[config.mk]
export PLATFORM = sky130hd
export DESIGN_NAME = rational_arithmetic_unit_top
export DESIGN_NICKNAME = d
export VERILOG_FILES = /design/src/rtl/rau_pkg.sv /design/src/rtl/rau_mul.sv /design/src/rtl/rau_div.sv /design/src/rtl/rau_gcd.sv /design/src/rtl/rational_arithmetic_unit_top.sv
export SDC_FILE = /design/constraint.sdc
export NUM_CORES = 2
export LEC_CHECK = 0
export ABC_AREA = 1
export ABC_CLOCK_PERIOD_IN_PS = 9620
export CORE_ASPECT_RATIO = 1.5
export CORE_UTILIZATION = 47
export DETAILED_ROUTE_END_ITERATION = 10
export DONT_BUFFER_PORTS = 1
export PLACE_DENSITY_LB_ADDON = 0.15
export SYNTH_ARGS = -nofsm -noshare
export SYNTH_HDL_FRONTEND = slang
export SYNTH_SLANG_ARGS = --single-unit
[constraint.sdc]
create_clock -name clk -period 9.62 [get_ports clk]
set_input_delay 0 -clock clk [delete_from_list [all_inputs] [get_ports clk]]
set_output_delay 0 -clock clk [all_outputs]
set_load 0.01 [all_outputs]
[src/rtl/rau_pkg.sv]
// rational arithmetic unit: shared types and constants
// command codes, sequencer states and fixed port field widths; no dependencies
`timescale 1ns / 1ps

package rau_pkg;

  // fixed field widths of the stream ports
  localparam int FIELD_W   = 32;
  localparam int CMD_W     = 4;
  localparam int IN_DATA_W = 4 * FIELD_W;
  localparam int OUT_DATA_W = 2 * FIELD_W;
  localparam int OUT_USER_W = 2;

  // command codes carried in in_tuser
  typedef enum logic [CMD_W-1:0] {
    CMD_ADD    = 4'd0,
    CMD_SUB    = 4'd1,
    CMD_MUL    = 4'd2,
    CMD_DIV    = 4'd3,
    CMD_GT     = 4'd4,
    CMD_LT     = 4'd5,
    CMD_EQ     = 4'd6,
    CMD_GE     = 4'd7,
    CMD_LE     = 4'd8,
    CMD_REDUCE = 4'd9
  } cmd_t;

  // sequencer states
  typedef enum logic [2:0] {
    S_IDLE,
    S_MUL,
    S_RED,
    S_GCD,
    S_DIVN,
    S_DIVD,
    S_OUT
  } state_t;

endpackage

[src/rtl/rau_mul.sv]
// rational arithmetic unit: signed multiplier with registered product
// one WIDTH x WIDTH product per cycle; uses rau_pkg
`timescale 1ns / 1ps

module rau_mul
  import rau_pkg::*;
#(
  parameter int WIDTH = 32
) (
  input  logic                       clk,
  input  logic signed [WIDTH-1:0]    mul_a,
  input  logic signed [WIDTH-1:0]    mul_b,
  output logic signed [2*WIDTH-1:0]  prod_r
);

  logic signed [2*WIDTH-1:0] prod_nxt;

  assign prod_nxt = (2*WIDTH)'(mul_a) * (2*WIDTH)'(mul_b);

  always_ff @(posedge clk) begin
    prod_r <= prod_nxt;
  end

endmodule

[src/rtl/rau_div.sv]
// rational arithmetic unit: unsigned restoring divider, one quotient bit a cycle
// done is a one-cycle pulse; uses rau_pkg
`timescale 1ns / 1ps

module rau_div
  import rau_pkg::*;
#(
  parameter int WIDTH = 32
) (
  input  logic              clk,
  input  logic              rst_n,
  input  logic              start,
  input  logic [WIDTH-1:0]  dividend,
  input  logic [WIDTH-1:0]  divisor,
  output logic              done,
  output logic [WIDTH-1:0]  quotient
);

  localparam int CW = $clog2(WIDTH + 1);

  logic [WIDTH-1:0] quo_r, quo_nxt;
  logic [WIDTH-1:0] rem_r, rem_nxt;
  logic [WIDTH-1:0] dsr_r, dsr_nxt;
  logic [CW-1:0]    cnt_r, cnt_nxt;
  logic             busy_r, busy_nxt;
  logic             done_r, done_nxt;
  logic [WIDTH:0]   shifted;
  logic [WIDTH:0]   diff;

  assign shifted = {rem_r, quo_r[WIDTH-1]};
  assign diff    = shifted - {1'b0, dsr_r};

  always_comb begin
    quo_nxt  = quo_r;
    rem_nxt  = rem_r;
    dsr_nxt  = dsr_r;
    cnt_nxt  = cnt_r;
    busy_nxt = busy_r;
    done_nxt = 1'b0;
    if (start) begin
      quo_nxt  = dividend;
      rem_nxt  = '0;
      dsr_nxt  = divisor;
      cnt_nxt  = CW'(WIDTH);
      busy_nxt = 1'b1;
    end else if (busy_r) begin
      // trial subtract, keep the difference when it does not borrow
      if (shifted >= {1'b0, dsr_r}) begin
        rem_nxt = diff[WIDTH-1:0];
        quo_nxt = {quo_r[WIDTH-2:0], 1'b1};
      end else begin
        rem_nxt = shifted[WIDTH-1:0];
        quo_nxt = {quo_r[WIDTH-2:0], 1'b0};
      end
      cnt_nxt = cnt_r - CW'(1);
      if (cnt_r == CW'(1)) begin
        busy_nxt = 1'b0;
        done_nxt = 1'b1;
      end
    end
  end

  always_ff @(posedge clk) begin
    if (!rst_n) begin
      busy_r <= 1'b0;
      done_r <= 1'b0;
      cnt_r  <= '0;
    end else begin
      busy_r <= busy_nxt;
      done_r <= done_nxt;
      cnt_r  <= cnt_nxt;
    end
  end

  always_ff @(posedge clk) begin
    quo_r <= quo_nxt;
    rem_r <= rem_nxt;
    dsr_r <= dsr_nxt;
  end

  assign done     = done_r;
  assign quotient = quo_r;

endmodule

[src/rtl/rau_gcd.sv]
// rational arithmetic unit: binary gcd of two positive values
// one shift or subtract a cycle, done is a one-cycle pulse; uses rau_pkg
`timescale 1ns / 1ps

module rau_gcd
  import rau_pkg::*;
#(
  parameter int WIDTH = 32
) (
  input  logic              clk,
  input  logic              rst_n,
  input  logic              start,
  input  logic [WIDTH-1:0]  x,
  input  logic [WIDTH-1:0]  y,
  output logic              done,
  output logic [WIDTH-1:0]  gcd
);

  localparam int KW = $clog2(WIDTH);

  logic [WIDTH-1:0] u_r, u_nxt;
  logic [WIDTH-1:0] v_r, v_nxt;
  logic [KW-1:0]    k_r, k_nxt;
  logic             busy_r, busy_nxt;
  logic             done_r, done_nxt;

  always_comb begin
    u_nxt    = u_r;
    v_nxt    = v_r;
    k_nxt    = k_r;
    busy_nxt = busy_r;
    done_nxt = 1'b0;
    if (start) begin
      u_nxt    = x;
      v_nxt    = y;
      k_nxt    = '0;
      busy_nxt = 1'b1;
    end else if (busy_r) begin
      priority if (u_r == v_r) begin
        busy_nxt = 1'b0;
        done_nxt = 1'b1;
      end else if (!u_r[0] && !v_r[0]) begin
        // common factor of two
        u_nxt = u_r >> 1;
        v_nxt = v_r >> 1;
        k_nxt = k_r + KW'(1);
      end else if (!u_r[0]) begin
        u_nxt = u_r >> 1;
      end else if (!v_r[0]) begin
        v_nxt = v_r >> 1;
      end else if (u_r > v_r) begin
        u_nxt = u_r - v_r;
      end else begin
        v_nxt = v_r - u_r;
      end
    end
  end

  always_ff @(posedge clk) begin
    if (!rst_n) begin
      busy_r <= 1'b0;
      done_r <= 1'b0;
      k_r    <= '0;
    end else begin
      busy_r <= busy_nxt;
      done_r <= done_nxt;
      k_r    <= k_nxt;
    end
  end

  always_ff @(posedge clk) begin
    u_r <= u_nxt;
    v_r <= v_nxt;
  end

  assign done = done_r;
  assign gcd  = u_r << k_r;

endmodule

[src/rtl/rational_arithmetic_unit_top.sv]
// rational arithmetic unit: top level with the command sequencer
// uses rau_pkg, rau_mul, rau_div and rau_gcd
`timescale 1ns / 1ps

// Takes two signed fractions a = a_num/a_den and b = b_num/b_den and a command
// per input beat and returns one result beat. Add, sub, mul and div form the
// unreduced cross-product fraction, wrapped to WIDTH bits and sign-extended to
// 32 bits on the port. The five comparisons test a_num*b_den against
// b_num*a_den with exact double-width products and return zeros in the
// fraction fields. Reduce divides a by the common divisor of its two parts
// (gcd when both are positive, 1 when the smaller one is zero or negative,
// the value itself when both are equal) and flags error when both are zero.
// Operand fields use only their low WIDTH bits, sign-extended. One item is
// in flight at a time: in_tready is high only when the sequencer is idle,
// and comes back in the cycle after the result beat is taken.
// Arithmetic and compare run three products in turn through the one shared
// multiplier, then offer the result beat. The special cases of reduce offer it
// from S_RED, and unused command codes offer it straight after the input beat.
// A reduce of two positive parts checks the special cases, runs a binary gcd
// of shift or subtract steps, then two divisions on the shared divider,
// numerator first, then denominator, and then offers the result beat.
// Unused command codes return all zeros.

module rational_arithmetic_unit_top
  import rau_pkg::*;
#(
  parameter int WIDTH = 32
) (
  input  logic                   clk,
  input  logic                   rst_n,
  input  logic                   in_tvalid,
  output logic                   in_tready,
  input  logic [IN_DATA_W-1:0]   in_tdata,   // a_num, a_den, b_num, b_den
  input  logic [CMD_W-1:0]       in_tuser,   // command
  output logic                   out_tvalid,
  input  logic                   out_tready,
  output logic [OUT_DATA_W-1:0]  out_tdata,  // res_num, res_den
  output logic [OUT_USER_W-1:0]  out_tuser   // compare_true, error
);

  state_t state_r, state_nxt;
  cmd_t   cmd_r, cmd_nxt;
  logic   [1:0] step_r, step_nxt;

  // operand registers
  logic signed [WIDTH-1:0] an_r, an_nxt;
  logic signed [WIDTH-1:0] ad_r, ad_nxt;
  logic signed [WIDTH-1:0] bn_r, bn_nxt;
  logic signed [WIDTH-1:0] bd_r, bd_nxt;

  // held products
  logic signed [2*WIDTH-1:0] p0_r, p0_nxt;
  logic signed [2*WIDTH-1:0] p1_r, p1_nxt;

  // result registers
  logic [WIDTH-1:0] rn_r, rn_nxt;
  logic [WIDTH-1:0] rd_r, rd_nxt;
  logic             ct_r, ct_nxt;
  logic             er_r, er_nxt;

  // shared unit hookup
  logic signed [WIDTH-1:0]   mul_a;
  logic signed [WIDTH-1:0]   mul_b;
  logic signed [2*WIDTH-1:0] mul_p;
  logic                      gcd_start;
  logic                      gcd_done;
  logic                      div_start;
  logic                      div_done;
  logic [WIDTH-1:0]          gcd_val;
  logic [WIDTH-1:0]          div_q;
  logic [WIDTH-1:0]          div_dividend;

  logic in_beat;
  logic out_beat;

  assign in_tready = (state_r == S_IDLE);
  assign in_beat   = in_tvalid && in_tready;
  assign out_tvalid = (state_r == S_OUT);
  assign out_beat  = out_tvalid && out_tready;

  // operand selection for the three products in turn
  always_comb begin
    unique case (step_r)
      2'd0: begin
        mul_a = an_r;
        mul_b = (cmd_r == CMD_MUL) ? bn_r : bd_r;
      end
      2'd1: begin
        mul_a = ad_r;
        mul_b = bn_r;
      end
      default: begin
        mul_a = ad_r;
        mul_b = (cmd_r == CMD_DIV) ? bn_r : bd_r;
      end
    endcase
  end

  // the first division is started on leaving the gcd, the second when the first ends
  assign div_dividend = (state_r == S_GCD) ? an_r : ad_r;

  rau_mul #(.WIDTH(WIDTH)) u_mul (
    .clk    (clk),
    .mul_a  (mul_a),
    .mul_b  (mul_b),
    .prod_r (mul_p)
  );

  rau_gcd #(.WIDTH(WIDTH)) u_gcd (
    .clk   (clk),
    .rst_n (rst_n),
    .start (gcd_start),
    .x     (an_r),
    .y     (ad_r),
    .done  (gcd_done),
    .gcd   (gcd_val)
  );

  rau_div #(.WIDTH(WIDTH)) u_div (
    .clk      (clk),
    .rst_n    (rst_n),
    .start    (div_start),
    .dividend (div_dividend),
    .divisor  (gcd_val),
    .done     (div_done),
    .quotient (div_q)
  );

  // next state and datapath control
  always_comb begin
    state_nxt = state_r;
    cmd_nxt   = cmd_r;
    step_nxt  = step_r;
    an_nxt    = an_r;
    ad_nxt    = ad_r;
    bn_nxt    = bn_r;
    bd_nxt    = bd_r;
    p0_nxt    = p0_r;
    p1_nxt    = p1_r;
    rn_nxt    = rn_r;
    rd_nxt    = rd_r;
    ct_nxt    = ct_r;
    er_nxt    = er_r;
    gcd_start = 1'b0;
    div_start = 1'b0;

    unique case (state_r)
      S_IDLE: begin
        if (in_beat) begin
          cmd_nxt  = cmd_t'(in_tuser);
          an_nxt   = in_tdata[WIDTH-1:0];
          ad_nxt   = in_tdata[FIELD_W+WIDTH-1:FIELD_W];
          bn_nxt   = in_tdata[2*FIELD_W+WIDTH-1:2*FIELD_W];
          bd_nxt   = in_tdata[3*FIELD_W+WIDTH-1:3*FIELD_W];
          step_nxt = '0;
          rn_nxt   = '0;
          rd_nxt   = '0;
          ct_nxt   = 1'b0;
          er_nxt   = 1'b0;
          priority if (in_tuser == CMD_REDUCE) begin
            state_nxt = S_RED;
          end else if (in_tuser <= CMD_LE) begin
            state_nxt = S_MUL;
          end else begin
            // unused code: all-zero result
            state_nxt = S_OUT;
          end
        end
      end

      S_MUL: begin
        step_nxt = step_r + 2'd1;
        if (step_r == 2'd1) begin
          p0_nxt = mul_p;
        end
        if (step_r == 2'd2) begin
          p1_nxt = mul_p;
        end
        if (step_r == 2'd3) begin
          // third product is on the multiplier output now
          state_nxt = S_OUT;
          unique case (cmd_r)
            CMD_ADD: begin
              rn_nxt = p0_r[WIDTH-1:0] + p1_r[WIDTH-1:0];
              rd_nxt = mul_p[WIDTH-1:0];
            end
            CMD_SUB: begin
              rn_nxt = p0_r[WIDTH-1:0] - p1_r[WIDTH-1:0];
              rd_nxt = mul_p[WIDTH-1:0];
            end
            CMD_MUL, CMD_DIV: begin
              rn_nxt = p0_r[WIDTH-1:0];
              rd_nxt = mul_p[WIDTH-1:0];
            end
            CMD_GT: ct_nxt = (p0_r > p1_r);
            CMD_LT: ct_nxt = (p0_r < p1_r);
            CMD_EQ: ct_nxt = (p0_r == p1_r);
            CMD_GE: ct_nxt = (p0_r >= p1_r);
            CMD_LE: ct_nxt = (p0_r <= p1_r);
            default: ;
          endcase
        end
      end

      S_RED: begin
        priority if (an_r == ad_r) begin
          state_nxt = S_OUT;
          if (an_r == '0) begin
            er_nxt = 1'b1;
            rn_nxt = an_r;
            rd_nxt = ad_r;
          end else begin
            rn_nxt = WIDTH'(1);
            rd_nxt = WIDTH'(1);
          end
        end else if (an_r[WIDTH-1] || (an_r == '0) || ad_r[WIDTH-1] || (ad_r == '0)) begin
          // smaller part not positive: pass through
          state_nxt = S_OUT;
          rn_nxt    = an_r;
          rd_nxt    = ad_r;
        end else begin
          gcd_start = 1'b1;
          state_nxt = S_GCD;
        end
      end

      S_GCD: begin
        if (gcd_done) begin
          div_start = 1'b1;
          state_nxt = S_DIVN;
        end
      end

      S_DIVN: begin
        if (div_done) begin
          rn_nxt    = div_q;
          div_start = 1'b1;
          state_nxt = S_DIVD;
        end
      end

      S_DIVD: begin
        if (div_done) begin
          rd_nxt    = div_q;
          state_nxt = S_OUT;
        end
      end

      S_OUT: begin
        if (out_beat) begin
          state_nxt = S_IDLE;
        end
      end

      default: state_nxt = S_IDLE;
    endcase
  end

  always_ff @(posedge clk) begin
    if (!rst_n) begin
      state_r <= S_IDLE;
      step_r  <= '0;
    end else begin
      state_r <= state_nxt;
      step_r  <= step_nxt;
    end
  end

  always_ff @(posedge clk) begin
    cmd_r <= cmd_nxt;
    an_r  <= an_nxt;
    ad_r  <= ad_nxt;
    bn_r  <= bn_nxt;
    bd_r  <= bd_nxt;
    p0_r  <= p0_nxt;
    p1_r  <= p1_nxt;
    rn_r  <= rn_nxt;
    rd_r  <= rd_nxt;
    ct_r  <= ct_nxt;
    er_r  <= er_nxt;
  end

  // sign-extend the WIDTH-bit results to the port fields
  assign out_tdata = {FIELD_W'($signed(rd_r)), FIELD_W'($signed(rn_r))};
  assign out_tuser = {er_r, ct_r};

endmodule

==> impl_metrics.env <==
export IMPL_grt_pass1_vias=63023
export IMPL_path_clk_slew_ps=70
export IMPL_synth_distinct_cells=65
export IMPL_r2r_cells=29
export IMPL_syn_instance_count=8168
export IMPL_min_to="bd_r[3]"
export IMPL_grt_max_degree=69
export IMPL_grt_util_met3_pct=6.91
export IMPL_fill_cells=14112
export IMPL_grt_busiest_layer="met2"
export IMPL_rows=173
export IMPL_clock_sinks=570
export IMPL_r2r_end="u_mul.prod_r[51]"
export IMPL_gp_congestion=1.05
export IMPL_ios=204
export IMPL_fin_nets=9998
export IMPL_drt_pass1_iterations=6
export IMPL_fin_crit_sh_pct=98.4
export IMPL_grt_pass1_wl_um=423000
export IMPL_synth_area_leaders="fa_1, edfxtp_1, inv_1, nand2_1, ha_1"
export IMPL_synth_edf_count=454
export IMPL_grt_overflow_total=0
export IMPL_synth_nets=9772
export IMPL_slowest_stage="fa_1"
export IMPL_seq_area_frac_synth_pct=22.8
export IMPL_synth_top_area_cell="fa_1"
export IMPL_cts_tree="done"
export IMPL_whs_path_depth=1
export IMPL_postSynthAreaPerCell_um2=8.57
export IMPL_grtUsageMet1_pct=40.8
export IMPL_antenna_found_initial=13
export IMPL_crit_type="reg2reg"
export IMPL_rsz0062_at_grt="no"
export IMPL_hold_class="in2reg"
export IMPL_grt_use_met2_pct=67.8
export IMPL_ys_warn_count=0
export IMPL_synthFlopType="edfxtp_1"
export IMPL_start_util_pct=47.3
export IMPL_dpl_hpwl_um=240000
export IMPL_tightestPinTransition_ps=1250
export IMPL_area_delta_synth_final_pct=11.1
export IMPL_cts_root_buf="clkbuf_16"
export IMPL_cts_path_max_buffers=3
export IMPL_routedWlPerCell_um=28.6
export IMPL_synth_top_cell_area_share_pct=31.1
export IMPL_seq_area_um2=16000
export IMPL_ant_nets=0
export IMPL_timing_rr_start="cmd_r[2]"
export IMPL_dieArea_um2=151000
export IMPL_cp_arrival_ps=10020
export IMPL_worst_ep_required_time_ps=10170
export IMPL_maxCapViolations=0
export IMPL_syn_area_um2=70000
export IMPL_crit_path_max_incr_delay_ps=700
export IMPL_insertion_delay_ps=710
export IMPL_synth_commonest_cells="inv_1, nand2_1, fa_1, nor2_1, edfxtp_1"
export IMPL_finalHoldViolCount=0
export IMPL_cpMostUsedCell="fa_1"
export IMPL_fin_setup_tns_ps=0
export IMPL_synthArstFlopShare_pct=0
export IMPL_r2r_slack_ps=150
export IMPL_ys_ff_latch=570
export IMPL_die_x_um=317
export IMPL_startpoint_type="flip-flop"
export IMPL_numCtsBuffers=58
export IMPL_htree_levels=2
export IMPL_period_minus_slack_ps=9470
export IMPL_vias=60193
export IMPL_die_height_um=475
export IMPL_maxSlewHeadroom_pct=16.4
export IMPL_yosysMostFrequentCell="inv_1"
export IMPL_skew_ps=52.5
export IMPL_via_per_inst=5.80
export IMPL_initialDrtViolationCount=5701
export IMPL_finalWirelength_um=297000
export IMPL_core_area_um2=148000
export IMPL_track_usage_pct=39.9
export IMPL_drive_gt1_share_pct=5.59
export IMPL_multi_input_area_um2=46700
export IMPL_hp_start="in_tdata[99]"
export IMPL_max_freq_mhz=106
export IMPL_setup_viol=0
export IMPL_status="finished, final reports clean"
export IMPL_crit_fanout=27
export IMPL_finalMaxSlewViolations=0
export IMPL_crit_path_end_kind="flip-flop"
export IMPL_portBuffers=0
export IMPL_route_detailed_drc=0
-- state kept, by name (all words and copies together) (netlist names), 4 cells and up --
register and count:
u_gcd.u_r 32, an_r 32, bn_r 32, bd_r 32, cmd_r 4, rn_r 32
p1_r 64, u_gcd.v_r 32, ad_r 32, p0_r 64, u_div.quotient 32, u_div.cnt_r 6
u_mul.prod_r 64, u_gcd.k_r 5, rd_r 32, u_div.dsr_r 32, u_div.rem_r 32
-- worst max-delay path by stage --
stage,depth (start not counted),slack [ps],endpoint,startpoint
final,29,150,u_mul.prod_r[51],cmd_r[2]
after global routing,31,2,u_mul.prod_r[61],cmd_r[2]
after CTS,29,60,u_mul.prod_r[51],cmd_r[2]
after detailed placement,29,90,u_mul.prod_r[51],cmd_r[2]
after global placement,29,60,u_mul.prod_r[51],cmd_r[3]
after floorplan,33,1540,u_mul.prod_r[52],step_r[0]
-- through the flow --
stage | setup WS (ps) | instance area [um2] | utilization [%] | hold WS (ps) | std cells
6_report | 150 | 77800 | 52.5 | 26.5 | 10378
3_3_place_gp | 64.7 | 73100 | 49.4 | 98.9 | 10004
4_1_cts | 59.1 | 77700 | 52.5 | 6.32 | 10367
2_1_floorplan | 1540 | 70000 | - | 98.9 | 8168
5_1_grt | 1.87 | 77800 | 52.5 | 22.5 | 10370
3_5_place_dp | 88.5 | 73100 | 49.4 | 98.9 | 10004
-- metal layers --
metal  vias to the layer above  part of all wire [%]
met5                         -                 0.027
met4                        12                    12
met3                      1210                   7.3
met2                      3147                    48
met1                     29797                    32
li1                      26027                     -
-- layout make-up --
class	instances	area share, %
diodes	9	0.0289
clock buffers	67	1.99
clock inverters	43	0.688
inverters	1667	8.07
multi-input cells	5614	60.0
flip-flops and latches	570	20.5
well taps	1925	3.10
repair buffers	483	5.65
-- layout by cell type (no fill, tap or decap), types with 58 or more instances in the layout --
master / instances
nand2_1: 1462
dlygate4sd3_1: 253
fa_1: 1080
inv_1: 1619
a21oi_1: 341
edfxtp_1: 454
dfxtp_1: 115
xnor2_1: 58
o21ai_0: 395
nand3_1: 159
nor2_1: 896
ha_1: 380
buf_4: 218
clkbuf_16: 60
o211ai_1: 89
xor2_1: 125
a31oi_1: 66
-- repair_timing --
item / in CTS / in global routing
hold endpoints to repair: 153 / 0
resized for setup: 0 / 24
endpoints found under the setup margin: 0 / 29
hold buffers: 253 / 0
setup buffers: 0 / 2
-- critical path: cells and delay by family (launching register included) --
| kind | cells | cell delay, ps |
|---|---|---|
| flops | 1 | 430 |
| fa+ha+maj | 9 | 4560 |
| xor+xnor | 1 | 250 |
| compound gates | 6 | 1200 |
| buf+inv | 7 | 1510 |
| simple gates | 6 | 1350 |
-- logic make-up after synthesis --
kind of cell,Yosys count,synth area share [%]
XOR/XNOR,183,2.29
AO/OA/AOI/OAI,1213,10.2
AND/OR/NAND/NOR,2728,15.6
adder cells (fa/ha/maj),1468,37.9
multiplexers,22,0.315
buffers and inverters,1984,10.9
flip-flops,570,22.8
Power is left out: the tool's default activity adds up to more than one toggle a clock period on the data nets, which glitch-free logic cannot reach.
